===== src/rtl/core/ffpa_pkg.sv =====
// Package for the first-fit partition allocator.
// Holds request/response types, status codes and the sequencer state type.
// No dependencies.
`timescale 1ns / 1ps

package ffpa_pkg;

    // Command codes
    localparam logic CMD_ALLOC   = 1'b0;
    localparam logic CMD_RELEASE = 1'b1;

    // Status codes
    localparam logic [2:0] ST_OK        = 3'd0;
    localparam logic [2:0] ST_NO_FIT    = 3'd1;
    localparam logic [2:0] ST_DUPLICATE = 3'd2;
    localparam logic [2:0] ST_NOT_FOUND = 3'd3;
    localparam logic [2:0] ST_FULL      = 3'd4;

    typedef struct packed {
        logic        command;
        logic [7:0]  job_id;
        logic [15:0] request_size;
    } t_req;

    typedef struct packed {
        logic [2:0]  status;
        logic [15:0] start_address;
    } t_rsp;

    typedef enum logic [2:0] {
        S_INIT,
        S_IDLE,
        S_SCAN,
        S_DECIDE,
        S_SHIFT,
        S_FIN,
        S_DONE
    } t_state;

endpackage


===== src/rtl/core/ffpa_table.sv =====
// Segment table storage: one write port, one read port, registered read data.
// Depends on nothing; entry layout is packed by the sequencer.
`timescale 1ns / 1ps

module ffpa_table #(
    parameter int DEPTH = 16,
    parameter int EW    = 41
) (
    input  logic                     i_clk,
    input  logic                     i_we,
    input  logic [$clog2(DEPTH)-1:0] i_waddr,
    input  logic [EW-1:0]            i_wdata,
    input  logic                     i_re,
    input  logic [$clog2(DEPTH)-1:0] i_raddr,
    output logic [EW-1:0]            o_rdata
);
    logic [EW-1:0] r_mem [DEPTH];
    logic [EW-1:0] r_rdata;

    // Write and read the table
    always_ff @(posedge i_clk) begin
        if (i_we) begin
            r_mem[i_waddr] <= i_wdata;
        end
        if (i_re) begin
            r_rdata <= r_mem[i_raddr];
        end
    end

    assign o_rdata = r_rdata;

endmodule


===== src/rtl/core/ffpa_ctrl.sv =====
// Sequencer for the first-fit partition allocator: scan, decide, shift, respond.
// Depends on ffpa_pkg; drives the table ports of ffpa_table.
`timescale 1ns / 1ps

module ffpa_ctrl #(
    parameter int MAX_SEGMENTS = 16,
    parameter int ADDRESS_BITS = 16
) (
    input  logic                            i_clk,
    input  logic                            i_rst_n,
    input  logic                            i_valid,
    output logic                            o_stall,
    input  ffpa_pkg::t_req                  i_req,
    output logic                            o_valid,
    input  logic                            i_stall,
    output ffpa_pkg::t_rsp                  o_rsp,
    input  logic                            i_cfg_valid,
    output logic                            o_cfg_ready,
    input  logic [15:0]                     i_cfg_data,
    output logic                            o_we,
    output logic [$clog2(MAX_SEGMENTS)-1:0] o_waddr,
    output logic [2*ADDRESS_BITS+8:0]       o_wdata,
    output logic                            o_re,
    output logic [$clog2(MAX_SEGMENTS)-1:0] o_raddr,
    input  logic [2*ADDRESS_BITS+8:0]       i_rdata
);
    import ffpa_pkg::*;

    localparam int AB  = ADDRESS_BITS;
    localparam int IW  = $clog2(MAX_SEGMENTS);
    localparam int CNW = $clog2(MAX_SEGMENTS + 1);
    localparam int CW  = (AB > 16) ? AB : 16;
    localparam logic [CNW-1:0] MaxCnt = CNW'(MAX_SEGMENTS);

    typedef struct packed {
        logic [AB-1:0] start;
        logic [AB-1:0] len;
        logic [7:0]    owner;
        logic          busy;
    } t_entry;

    t_state           r_state, n_state;
    logic [AB-1:0]    r_msize, n_msize;
    logic [CNW-1:0]   r_cnt, n_cnt;
    t_req             r_req, n_req;
    logic [CNW-1:0]   r_ptr, n_ptr;
    logic [CNW-1:0]   r_left, n_left;
    logic             r_desc, n_desc;
    logic [1:0]       r_delta, n_delta;
    logic             r_dv, n_dv;
    logic [IW-1:0]    r_didx, n_didx;
    logic             r_dup, n_dup;
    logic             r_hit, n_hit;
    logic [IW-1:0]    r_hidx, n_hidx;
    t_entry           r_hent, n_hent;
    t_entry           r_pent, n_pent;
    t_entry           r_nent, n_nent;
    t_entry           r_last, n_last;
    logic             r_hasprev, n_hasprev;
    logic             r_hasnext, n_hasnext;
    logic [2:0]       r_st, n_st;
    logic [15:0]      r_addr, n_addr;
    logic             r_ovalid, n_ovalid;
    t_rsp             r_orsp, n_orsp;

    t_entry           w_e;
    t_entry           w_wd;
    logic [CW-1:0]    w_size;
    logic             w_issue;
    logic             w_drained;
    logic             w_mn, w_mp;
    logic [CNW-1:0]   w_s;
    logic [CW-1:0]    w_hstart;

    assign w_e       = t_entry'(i_rdata);
    assign w_size    = CW'(r_req.request_size);
    assign w_issue   = (r_left != '0);
    assign w_drained = (r_left == '0) && !r_dv;
    assign w_mn      = r_hasnext && !r_nent.busy;
    assign w_mp      = r_hasprev && !r_pent.busy;
    assign w_s       = CNW'(r_hidx) + CNW'(1) + CNW'(w_mn);
    assign w_hstart  = CW'(r_hent.start);

    // Hold off requests while busy or while a configuration write is offered
    assign o_stall     = (r_state != S_IDLE) || i_cfg_valid;
    assign o_cfg_ready = (r_state == S_IDLE);
    assign o_valid     = r_ovalid;
    assign o_rsp       = r_orsp;
    assign o_re        = w_issue && (r_state == S_SCAN || r_state == S_SHIFT);
    assign o_raddr     = r_ptr[IW-1:0];
    assign o_wdata     = w_wd;

    // Advance the sequencer
    always_comb begin
        n_state = r_state;
        case (r_state)
            S_INIT:   n_state = S_IDLE;
            S_IDLE: begin
                if (i_cfg_valid) begin
                    n_state = S_INIT;
                end else if (i_valid) begin
                    n_state = S_SCAN;
                end
            end
            S_SCAN: begin
                if (w_drained) begin
                    n_state = S_DECIDE;
                end
            end
            S_DECIDE: begin
                if (r_req.command == CMD_ALLOC) begin
                    if (!r_dup && r_hit && r_req.request_size != '0 &&
                        CW'(r_hent.len) != w_size && r_cnt != MaxCnt) begin
                        n_state = S_SHIFT;
                    end else begin
                        n_state = S_DONE;
                    end
                end else begin
                    n_state = r_hit ? S_SHIFT : S_DONE;
                end
            end
            S_SHIFT: begin
                if (w_drained) begin
                    n_state = (r_req.command == CMD_ALLOC) ? S_FIN : S_DONE;
                end
            end
            S_FIN:    n_state = S_DONE;
            S_DONE: begin
                if (!r_ovalid || !i_stall) begin
                    n_state = S_IDLE;
                end
            end
            default:  n_state = S_INIT;
        endcase
    end

    // Datapath and table access
    always_comb begin
        n_msize   = r_msize;
        n_cnt     = r_cnt;
        n_req     = r_req;
        n_ptr     = r_ptr;
        n_left    = r_left;
        n_desc    = r_desc;
        n_delta   = r_delta;
        n_dv      = 1'b0;
        n_didx    = r_ptr[IW-1:0];
        n_dup     = r_dup;
        n_hit     = r_hit;
        n_hidx    = r_hidx;
        n_hent    = r_hent;
        n_pent    = r_pent;
        n_nent    = r_nent;
        n_last    = r_last;
        n_hasprev = r_hasprev;
        n_hasnext = r_hasnext;
        n_st      = r_st;
        n_addr    = r_addr;
        n_ovalid  = r_ovalid;
        n_orsp    = r_orsp;
        o_we      = 1'b0;
        o_waddr   = '0;
        w_wd      = '0;

        // Drop the output once taken
        if (r_ovalid && !i_stall) begin
            n_ovalid = 1'b0;
        end

        // Step the read pointer
        if ((r_state == S_SCAN || r_state == S_SHIFT) && w_issue) begin
            n_dv   = 1'b1;
            n_left = r_left - CNW'(1);
            n_ptr  = r_desc ? (r_ptr - CNW'(1)) : (r_ptr + CNW'(1));
        end

        case (r_state)
            S_INIT: begin
                o_we     = 1'b1;
                w_wd.len = r_msize;
                n_cnt    = CNW'(1);
            end
            S_IDLE: begin
                if (i_cfg_valid) begin
                    n_msize = AB'(i_cfg_data);
                end else if (i_valid) begin
                    n_req     = i_req;
                    n_ptr     = '0;
                    n_left    = r_cnt;
                    n_desc    = 1'b0;
                    n_dup     = 1'b0;
                    n_hit     = 1'b0;
                    n_hasprev = 1'b0;
                    n_hasnext = 1'b0;
                end
            end
            S_SCAN: begin
                // Look for owner match and first fit
                if (r_dv) begin
                    n_last = w_e;
                    if (r_req.command == CMD_ALLOC) begin
                        if (w_e.busy && w_e.owner == r_req.job_id) begin
                            n_dup = 1'b1;
                        end
                        if (!r_hit && !w_e.busy && CW'(w_e.len) >= w_size) begin
                            n_hit  = 1'b1;
                            n_hidx = r_didx;
                            n_hent = w_e;
                        end
                    end else begin
                        if (!r_hit && w_e.busy && w_e.owner == r_req.job_id) begin
                            n_hit     = 1'b1;
                            n_hidx    = r_didx;
                            n_hent    = w_e;
                            n_pent    = r_last;
                            n_hasprev = (r_didx != '0);
                        end
                        if (r_hit && r_didx == IW'(r_hidx + IW'(1))) begin
                            n_nent    = w_e;
                            n_hasnext = 1'b1;
                        end
                    end
                end
            end
            S_DECIDE: begin
                n_addr = '0;
                if (r_req.command == CMD_ALLOC) begin
                    if (r_dup) begin
                        n_st = ST_DUPLICATE;
                    end else if (r_req.request_size == '0 || !r_hit) begin
                        n_st = ST_NO_FIT;
                    end else if (CW'(r_hent.len) == w_size) begin
                        o_we       = 1'b1;
                        o_waddr    = r_hidx;
                        w_wd       = r_hent;
                        w_wd.busy  = 1'b1;
                        w_wd.owner = r_req.job_id;
                        n_st       = ST_OK;
                        n_addr     = w_hstart[15:0];
                    end else if (r_cnt == MaxCnt) begin
                        n_st = ST_FULL;
                    end else begin
                        // Claim the low part; open a slot above it
                        o_we       = 1'b1;
                        o_waddr    = r_hidx;
                        w_wd.start = r_hent.start;
                        w_wd.len   = AB'(r_req.request_size);
                        w_wd.owner = r_req.job_id;
                        w_wd.busy  = 1'b1;
                        n_st       = ST_OK;
                        n_addr     = w_hstart[15:0];
                        n_cnt      = r_cnt + CNW'(1);
                        n_desc     = 1'b1;
                        n_ptr      = r_cnt - CNW'(1);
                        n_left     = r_cnt - CNW'(1) - CNW'(r_hidx);
                    end
                end else if (!r_hit) begin
                    n_st = ST_NOT_FOUND;
                end else begin
                    // Merge with free neighbors, then close the gap
                    o_we       = 1'b1;
                    o_waddr    = w_mp ? IW'(r_hidx - IW'(1)) : r_hidx;
                    w_wd.start = w_mp ? r_pent.start : r_hent.start;
                    w_wd.owner = r_hent.owner;
                    w_wd.busy  = 1'b0;
                    w_wd.len   = r_hent.len + (w_mp ? r_pent.len : AB'(0))
                               + (w_mn ? r_nent.len : AB'(0));
                    n_st       = ST_OK;
                    n_delta    = {w_mp & w_mn, w_mp ^ w_mn};
                    n_cnt      = r_cnt - CNW'(w_mp) - CNW'(w_mn);
                    n_desc     = 1'b0;
                    n_ptr      = w_s;
                    n_left     = (r_cnt > w_s) ? (r_cnt - w_s) : '0;
                end
            end
            S_SHIFT: begin
                if (r_dv) begin
                    o_we    = 1'b1;
                    w_wd    = w_e;
                    o_waddr = r_desc ? IW'(r_didx + IW'(1)) : IW'(r_didx - IW'(r_delta));
                end
            end
            S_FIN: begin
                // Write the free remainder above the claimed part
                o_we       = 1'b1;
                o_waddr    = IW'(r_hidx + IW'(1));
                w_wd.start = r_hent.start + AB'(r_req.request_size);
                w_wd.len   = r_hent.len - AB'(r_req.request_size);
                w_wd.owner = r_hent.owner;
                w_wd.busy  = 1'b0;
            end
            S_DONE: begin
                if (!r_ovalid || !i_stall) begin
                    n_ovalid             = 1'b1;
                    n_orsp.status        = r_st;
                    n_orsp.start_address = r_addr;
                end
            end
            default: begin
                n_cnt = CNW'(1);
            end
        endcase
    end

    // Hold state
    always_ff @(posedge i_clk) begin
        if (!i_rst_n) begin
            r_state  <= S_INIT;
            r_msize  <= AB'(16'd4096);
            r_cnt    <= CNW'(1);
            r_left   <= '0;
            r_dv     <= 1'b0;
            r_ovalid <= 1'b0;
        end else begin
            r_state  <= n_state;
            r_msize  <= n_msize;
            r_cnt    <= n_cnt;
            r_left   <= n_left;
            r_dv     <= n_dv;
            r_ovalid <= n_ovalid;
        end
    end

    always_ff @(posedge i_clk) begin
        r_req     <= n_req;
        r_ptr     <= n_ptr;
        r_desc    <= n_desc;
        r_delta   <= n_delta;
        r_didx    <= n_didx;
        r_dup     <= n_dup;
        r_hit     <= n_hit;
        r_hidx    <= n_hidx;
        r_hent    <= n_hent;
        r_pent    <= n_pent;
        r_nent    <= n_nent;
        r_last    <= n_last;
        r_hasprev <= n_hasprev;
        r_hasnext <= n_hasnext;
        r_st      <= n_st;
        r_addr    <= n_addr;
        r_orsp    <= n_orsp;
    end

    a_cnt_range: assert property (@(posedge i_clk) disable iff (!i_rst_n)
        (r_cnt != '0) && (r_cnt <= MaxCnt))
        else $error("segment count out of range");

    a_write_in_table: assert property (@(posedge i_clk) disable iff (!i_rst_n)
        o_we |-> (CNW'(o_waddr) <= r_cnt))
        else $error("table write beyond live segments");

    a_done_holds: assert property (@(posedge i_clk) disable iff (!i_rst_n)
        (r_state == S_DONE && r_ovalid && i_stall) |=> (r_state == S_DONE))
        else $error("result dropped while output stalled");

    a_idle_on_result: assert property (@(posedge i_clk) disable iff (!i_rst_n)
        (r_state == S_DONE && !(r_ovalid && i_stall)) |=> (r_ovalid && r_state == S_IDLE))
        else $error("result not loaded on completion");

endmodule


===== src/rtl/core/first_fit_partition_allocator_unit.sv =====
// First-fit partition allocator: top level.
// Depends on ffpa_pkg, ffpa_table and ffpa_ctrl.
//
// Usage:
//   Request channel (i_valid / o_stall / i_req) carries allocate or release
//   commands; one response per request leaves on (o_valid / i_stall / o_rsp).
//   Configuration channel (i_cfg_valid / o_cfg_ready / i_cfg_data) writes
//   memory_size and resets the table to one free segment; requests are held
//   off while it is offered.
// Sequence, with N live segments:
//   scan reads all N entries (one table read per cycle, registered read data),
//   a decide step follows, a split allocate then shifts the entries above the
//   hit upward and writes the free remainder, a release shifts the entries
//   above the merged segment downward; then the response is loaded. The next
//   request can be taken once the response is loaded, since one request is
//   handled at a time.
// Reset and config: after reset or a memory_size write, the init state writes
//   entry 0 before requests are taken again.
// Stall: a stalled response waits in the output register; a next request may
//   still be taken and processed, and waits only to deliver its response.
`timescale 1ns / 1ps

module first_fit_partition_allocator_unit #(
    parameter int MAX_SEGMENTS = 16,
    parameter int ADDRESS_BITS = 16
) (
    input  logic           i_clk,
    input  logic           i_rst_n,
    input  logic           i_valid,
    output logic           o_stall,
    input  ffpa_pkg::t_req i_req,
    output logic           o_valid,
    input  logic           i_stall,
    output ffpa_pkg::t_rsp o_rsp,
    input  logic           i_cfg_valid,
    output logic           o_cfg_ready,
    input  logic [15:0]    i_cfg_data
);
    import ffpa_pkg::*;

    localparam int IW = $clog2(MAX_SEGMENTS);
    localparam int EW = 2 * ADDRESS_BITS + 9;

    logic          w_we;
    logic [IW-1:0] w_waddr;
    logic [EW-1:0] w_wdata;
    logic          w_re;
    logic [IW-1:0] w_raddr;
    logic [EW-1:0] w_rdata;

    // Sequencer
    ffpa_ctrl #(
        .MAX_SEGMENTS (MAX_SEGMENTS),
        .ADDRESS_BITS (ADDRESS_BITS)
    ) u_ctrl (
        .i_clk       (i_clk),
        .i_rst_n     (i_rst_n),
        .i_valid     (i_valid),
        .o_stall     (o_stall),
        .i_req       (i_req),
        .o_valid     (o_valid),
        .i_stall     (i_stall),
        .o_rsp       (o_rsp),
        .i_cfg_valid (i_cfg_valid),
        .o_cfg_ready (o_cfg_ready),
        .i_cfg_data  (i_cfg_data),
        .o_we        (w_we),
        .o_waddr     (w_waddr),
        .o_wdata     (w_wdata),
        .o_re        (w_re),
        .o_raddr     (w_raddr),
        .i_rdata     (w_rdata)
    );

    // Segment table
    ffpa_table #(
        .DEPTH (MAX_SEGMENTS),
        .EW    (EW)
    ) u_table (
        .i_clk   (i_clk),
        .i_we    (w_we),
        .i_waddr (w_waddr),
        .i_wdata (w_wdata),
        .i_re    (w_re),
        .i_raddr (w_raddr),
        .o_rdata (w_rdata)
    );

endmodule


===== config.mk =====
export PLATFORM = sky130hd
export DESIGN_NAME = first_fit_partition_allocator_unit
export DESIGN_NICKNAME = d
export VERILOG_FILES = /design/src/rtl/core/ffpa_pkg.sv /design/src/rtl/core/ffpa_table.sv /design/src/rtl/core/ffpa_ctrl.sv /design/src/rtl/core/first_fit_partition_allocator_unit.sv
export SDC_FILE = /design/constraint.sdc
export NUM_CORES = 1
export LEC_CHECK = 0
export BUFFER_PORTS_ARGS = -buffer_cell sky130_fd_sc_hd__clkbuf_2
export CORE_ASPECT_RATIO = 0.75
export CORE_MARGIN = 2
export CORE_UTILIZATION = 28
export CTS_CLUSTER_DIAMETER = 80
export DETAILED_ROUTE_END_ITERATION = 8
export PLACE_DENSITY_LB_ADDON = 0.12
export SYNTH_ARGS = -nofsm -noshare
export SYNTH_HDL_FRONTEND = slang
export SYNTH_SLANG_ARGS = --single-unit

===== constraint.sdc =====
create_clock -name i_clk -period 6.79 [get_ports i_clk]
set_input_delay 0.679 -clock i_clk [delete_from_list [all_inputs] [get_ports i_clk]]
set_output_delay 0.679 -clock i_clk [all_outputs]
set_load 0.005 [all_outputs]

# --- After elaboration in Yosys (flattened, before gate mapping) ---
# Memory sizes are Yosys's and may differ from the RTL's. A register that Yosys moved wholly into a read port is not among the register bits.
# Cells that the tools add are included.
totals:
  reg_bits: 237
  elab_cells: 262
  mem_bits_rw: 656
  mem_count: 1
op_classes:
  bitwise_logic: 4
  muxes: 116
  add_sub_neg: 19
  eq_ne: 33
  reduce_logical: 54
  n_lt_le_gt_ge: 2
memory_table:
  columns: ["memory", "words", "width", "rd", "rd_ports_with_merged_regs", "wr", "line", "text"]
  rows:
  - ["u_table.r_mem", 16, 41, 1, 1, 1, "ffpa_table.sv:17", "logic [EW-1:0] r_mem [DEPTH];"]
op_table:
  columns: ["operator", "count"]
  rows:
  - ["$mux W41", 10]
  - ["$mux W5", 26]
  - ["$mux W16", 5]
  - ["$pmux W16 S4", 1]
  - ["$add A16 B16 Y16", 3]
  - ["$mux W4", 12]
  - ["$pmux W16 S3", 1]
  - ["$mux W1", 34]
  - ["$mux W3", 11]
  - ["$pmux W5 S2", 3]
  - ["$reduce_and A6 Y1", 5]
  - ["$pmux W9 S3", 1]
  - ["$pmux W3 S7", 1]
  - ["$eq A16 B16 Y1", 1]
  - ["$ge A16 B16 Y1", 1]
  - ["$logic_not A16 Y1", 1]
  - ["$ne A16 B16 Y1", 1]
  - ["$reduce_and A4 Y1", 4]
  - ["$reduce_bool A16 Y1", 1]
  - ["$sub A16 B16 Y16", 1]
  - ["$logic_and A1 B1 Y1", 15]
  - ["$ne A3 B2 Y1 const B", 5]
  - ["$sub A5 B1 Y5 const B", 3]
  - ["$ne A2 B2 Y1 const B", 7]
  - ["40 further kinds", 75]

# --- Logic depth before layout (Yosys ltp) ---
logic_depth:
  ltp_word: 10
  mapped_depth: 16

# --- Modules after synthesis ---
# A second synthesis with hierarchy kept.
unflattened:
  cells_unflattened: 2284
  area_unflattened_um2: 39242.6
by_module_without_submodules:
  columns: ["module", "area_each_um2", "n_inst", "cells_each", "seq_area_each_um2"]
  rows:
  - ["ffpa_table", 25779.7, 1, 1066, 20930.1]
  - ["ffpa_ctrl", 13462.9, 1, 1218, 6696.4]

# --- Least setup slack after synthesis ---
# No wires, ideal clock.
synth_path:
  path_type: "reg2reg"
  startpoint: "reg u_ctrl.r_req, in the netlist u_ctrl.w_size[11]"
  endpoint: "mem u_table.r_mem[0][0], enable pin"
  period_less_slack_ps: 5730
  setup_time_ps: 490
  path_slack_ps: 1060
  t_arrival_ps: 5240
  stages_incl_launch_ff: 10
  path_buffers: 1
  path_cell_list: "edfxtp_1 or4_4 o41ai_4 or4_1 buf_4 a21oi_1 or3_1 a21oi_1 nand2b_1 nor3_1"
synth_via:
  elab_chain_cells: 8
synth_lines:
  columns: ["element", "line", "text"]
  rows:
  - ["from (decl)", "ffpa_ctrl.sv:45", "t_req r_req, n_req;"]
  - ["from (signal assigned)", "ffpa_ctrl.sv:325", "r_req <= n_req;"]
  - ["$eq A16 B16 Y1 / $logic_not A16 Y1 (equally long branches)", "ffpa_ctrl.sv:232, ffpa_ctrl.sv:230", null]
  - ["$mux W1 / $logic_or A1 B1 Y1 (equally long branches)", "ffpa_ctrl.sv:232, ffpa_ctrl.sv:230", null]
  - ["$mux W1", "ffpa_ctrl.sv:230", "end else if (r_req.request_size == '0 || !r_hit) begin"]
  - ["$mux W1", "ffpa_ctrl.sv:228", "if (r_dup) begin"]
  - ["$mux W1", "ffpa_ctrl.sv:227", "if (r_req.command == CMD_ALLOC) begin"]
  - ["$pmux W1 S3", "ffpa_ctrl.sv:177", "case (r_state)"]
  - ["$mux W1", "ffpa_table.sv:22", "if (i_we) begin"]
  - ["$mux W1 (implied by the code)", "ffpa_table.sv:23", "r_mem[i_waddr] <= i_wdata;"]
  - ["to (decl)", "ffpa_table.sv:17", null]
# Parallel ways exist; a longest one is shown, timed or not.

# --- Final worst setup path ---
layout_path:
  startpoint: "reg u_ctrl.r_pent[0] (netlist name)"
  endpoint: "mem u_table.r_mem[10][23] (data pin)"
layout_via:
  elab_chain_cells: 8
layout_lines:
  columns: ["element", "line", "text"]
  rows:
  - ["from (decl)", "ffpa_ctrl.sv:56", "t_entry r_pent, n_pent;"]
  - ["from (signal assigned)", "ffpa_ctrl.sv:334", "r_pent <= n_pent;"]
  - ["$logic_not A1 Y1", "ffpa_ctrl.sv:80", "assign w_mp = r_hasprev && !r_pent.busy;"]
  - ["$logic_and A1 B1 Y1", "ffpa_ctrl.sv:80", null]
  - ["$mux W16", "ffpa_ctrl.sv:266", "w_wd.len = r_hent.len + (w_mp ? r_pent.len : AB'(0))"]
  - ["$add A16 B16 Y16", "ffpa_ctrl.sv:266", null]
  - ["$add A16 B16 Y16", "ffpa_ctrl.sv:267", "+ (w_mn ? r_nent.len : AB'(0));"]
  - ["$mux W41", "ffpa_ctrl.sv:257", "end else if (!r_hit) begin"]
  - ["$mux W41", "ffpa_ctrl.sv:227", null]
  - ["$pmux W16 S4", "ffpa_ctrl.sv:177", null]
  - ["net u_ctrl.o_wdata[23]", "ffpa_ctrl.sv:22", "output logic [2*ADDRESS_BITS+8:0] o_wdata,"]
# The timed path passes the listed nets, and every way through them passes these cells.

==> out/qor.yml <==
avgViaCountPerCell: 4.93
dpl.hpwl_um: 77900
overflow: 0
crit_type: "flop to flop"
internal_power_w: 0.0116
grt_max_degree: 136
skew_ns: 0.0326
cp_max_fo: 16
max-cap-violations: 0
synth.area.top_cells: "edfxtp_1, mux4_2, ha_1"
hold_buffers: 0
critPathLaunchType: "flop"
reg2reg_to: "u_table.r_mem[10][23]"
critPathBufInv: 2
ir_drop_uv: 248
synth_top_area_share_pct: 68.5
cts_resized: 0
ys_async_sr_fraction_pct: 0
antenna_found_initial: 8
die_y_um: 328
synth.distinct_cells: 70
grt_use_total_pct: 16.5
syn_avg_cell_area_um2: 17.8
combPwrFrac_pct: 20.3
setup_viol: 0
rsz0062_at_grt: "no"
synth_edf_count: 894
yosys.area.top_type: "edfxtp_1"
path_clk_slew_ns: 0.06
coreArea_mm2: 0.138
cp.required_ns: 7.13
worstPathCellList: "nor2b_1 -> buf_4 -> nand2_1 -> fa_1 -> inv_1 -> ha_1 -> a21o_1 -> a2111oi_0 -> o31ai_1 -> a311oi_1 -> xnor2_1 -> a21oi_1 -> o21ai_1"
final_cell_mix: "edfxtp_1, mux4_2, nand2_1"
tns_ns: 0
min_path_cells: 1
final_cell_count_no_fill: 4295
crit_slowest_cell: "a2111oi_0"
p_seq_share_pct: 45.1
slew_viol_final: 0
max-slew-margin-rel_pct: 8.13
yosysSeqAreaShare_pct: 70.5
leakagePower_nw: 15.4
via_count: 21200
hold_viol: 0
fin_crit_ns: 5.35
r2r-start: "u_ctrl.r_pent[0]"
synthFlopType: "edfxtp_1"
power_density_mw_per_mm2: 353
multi_input_area_mm2: 0.0110
wirelength_um: 119000
drt_first_pass_iters: 5
drc_errors: 0
syn_area_mm2: 0.0392
n_fill_cell: 13500
pin_count: 68
r2r_setup_slack_ns: 1.44
endpoint_kind: "flop"
synthCells: 2204
path_delay_family: "compound AO/OA/AOI/OAI gates"
switchingPower_w: 0.00455
holdCritStartpoint: "i_req[23]"
nets: 2504
grt_pass1_wl_um: 168000
portBuffers: 67
antenna_left: 0
finalCritPeriodShare_pct: 78.8
hp-class: "primary input to flop"
cts_root_buf: "clkbuf_16"
status: "complete, no violations"
finalPower_w: 0.0161
seq_area_mm2: 0.0276
syn_nets: 2357
pwr-share-clk_pct: 34.6
worstSkewPairLatency_ns: 0.72
placed_cells: 4112
cts_tree: "built"
clock-sinks: 933
start_util_pct: 28.3
wire_per_inst_um: 27.6
htree_levels: 3
first_iter_violations: 2093
worst_path_largest_cell_delay_ns: 0.88
cts-buffers-inserted: 97
p_sw_share_pct: 28.2
fmax_mhz: 187
die_w_um: 436
die_area_mm2: 0.143
rows: 118
clockBufferDepth: 3
cts_setup_buffers: 0
final_common_cell: "edfxtp_1"
grt_pass1_vias: 21800
hold_end: "u_ctrl.r_req[23]"
tightest_slew_ns: 1.38
yosys_warnings: 0
cp_data_arrival_time_ns: 5.69
gp_congestion: 0.880
drive_above_1_share_pct: 22.1
area.growth.synth_to_final_pct: 16.5
worstRegToRegCells: 13
ys_seq_elements: 933
==> stage by stage <==
stage | cell area, µm² | hold WS (ns) | util (%) | setup slack [ns]
after floorplan | 39200 | 0.329 | - | 1.06
after global placement | 42400 | 0.402 | 30.6 | 1.58
after detailed placement | 42400 | 0.405 | 30.6 | 1.46
after CTS | 45700 | 0.0774 | 33.0 | 1.46
after global routing | 45700 | 0.0882 | 33.0 | 1.17
final | 45700 | 0.149 | 33.0 | 1.44
==> flip-flops by register name, summed over array words and instances (netlist names), 4 cells and up <==
name             cells
u_table.o_rdata     41
u_ctrl.r_pent       33
u_ctrl.r_hidx        4
u_ctrl.r_msize      16
u_ctrl.r_didx        4
u_ctrl.w_size       16
u_ctrl.r_left        5
u_ctrl.r_hent       24
u_ctrl.r_cnt         5
u_table.r_mem      656
u_ctrl.r_req         9
u_ctrl.r_last       33
u_ctrl.o_rsp        19
u_ctrl.r_addr       16
u_ctrl.w_hstart     16
u_ctrl.r_nent       17
u_ctrl.r_ptr         4
==> kinds of logic (layout without fill, tap and decap cells) <==
group / Yosys count / after routing / synth area share, %
AO/OA/AOI/OAI: 335 / 335 / 5.90
AND/OR/NAND/NOR: 336 / 336 / 4.06
buffers and inverters: 205 / 435 / 2.00
XOR/XNOR: 72 / 72 / 1.61
multiplexers: 216 / 216 / 12.1
flip-flops: 933 / 933 / 70.5
other: 0 / 1 / 0
adder cells (fa/ha/maj): 107 / 107 / 3.86
==> layer usage <==
| metal | wire, µm | GRT usage, % |
|---|---|---|
| met5 | 0 | 0 |
| met4 | 2350 | 3.51 |
| met3 | 6080 | 3.09 |
| met2 | 52500 | 24.9 |
| met1 | 57800 | 24.7 |
==> power groups by stage <==
stage          clock network, W  registers, W  logic, W
2_1_floorplan                 0       0.00710   0.00228
3_3_place_gp                  0       0.00740   0.00332
3_5_place_dp                  0       0.00741   0.00333
4_1_cts                 0.00573       0.00729   0.00334
5_1_grt                 0.00596       0.00732   0.00353
6_report                0.00558       0.00727   0.00327
==> worst max path at each step <==
stage                      startpoint                     to  slack (ns)  depth (start not counted)
detailed placement   u_ctrl.r_pent[0]  u_table.r_mem[10][23]        1.46                         13
finish               u_ctrl.r_pent[0]  u_table.r_mem[10][23]        1.44                         13
floorplan           u_ctrl.w_size[11]    u_table.r_mem[0][0]        1.06                          9
global route         u_ctrl.r_pent[0]  u_table.r_mem[10][23]        1.17                         13
CTS                  u_ctrl.r_pent[0]  u_table.r_mem[10][23]        1.46                         13
global placement     u_ctrl.r_pent[0]   u_table.r_mem[8][23]        1.58                         13
==> area by class of cell <==
cell class	count	area share [%]
flip-flops and latches	933	60.5
multi-input cells	1066	24.0
clock buffers	120	5.60
well taps	1860	5.10
inverters	105	0.863
diodes	1	0.00548
clock inverters	62	1.65
repair buffers	148	2.23
==> worst reg2reg max path, delay by kind of cell (launching register included) <==
| kind | cells | cell delay, ns |
|---|---|---|
| compound gates | 6 | 2.49 |
| xor+xnor | 1 | 0.21 |
| fa+ha+maj | 2 | 0.81 |
| buf+inv | 2 | 0.37 |
| flops | 1 | 0.37 |
| simple gates | 2 | 0.72 |
==> synthesized netlist by cell type, types with 29 or more instances <==
library cell / instances
a21oi_1: 87
a21o_1: 35
ha_1: 84
mux4_2: 205
nor3_1: 32
o21ai_0: 53
nand2_1: 125
clkbuf_1: 79
nor2_1: 64
dfxtp_1: 39
inv_1: 105
xnor2_1: 43
edfxtp_1: 894
xor2_1: 29
Power figures use the tool's default switching activity.
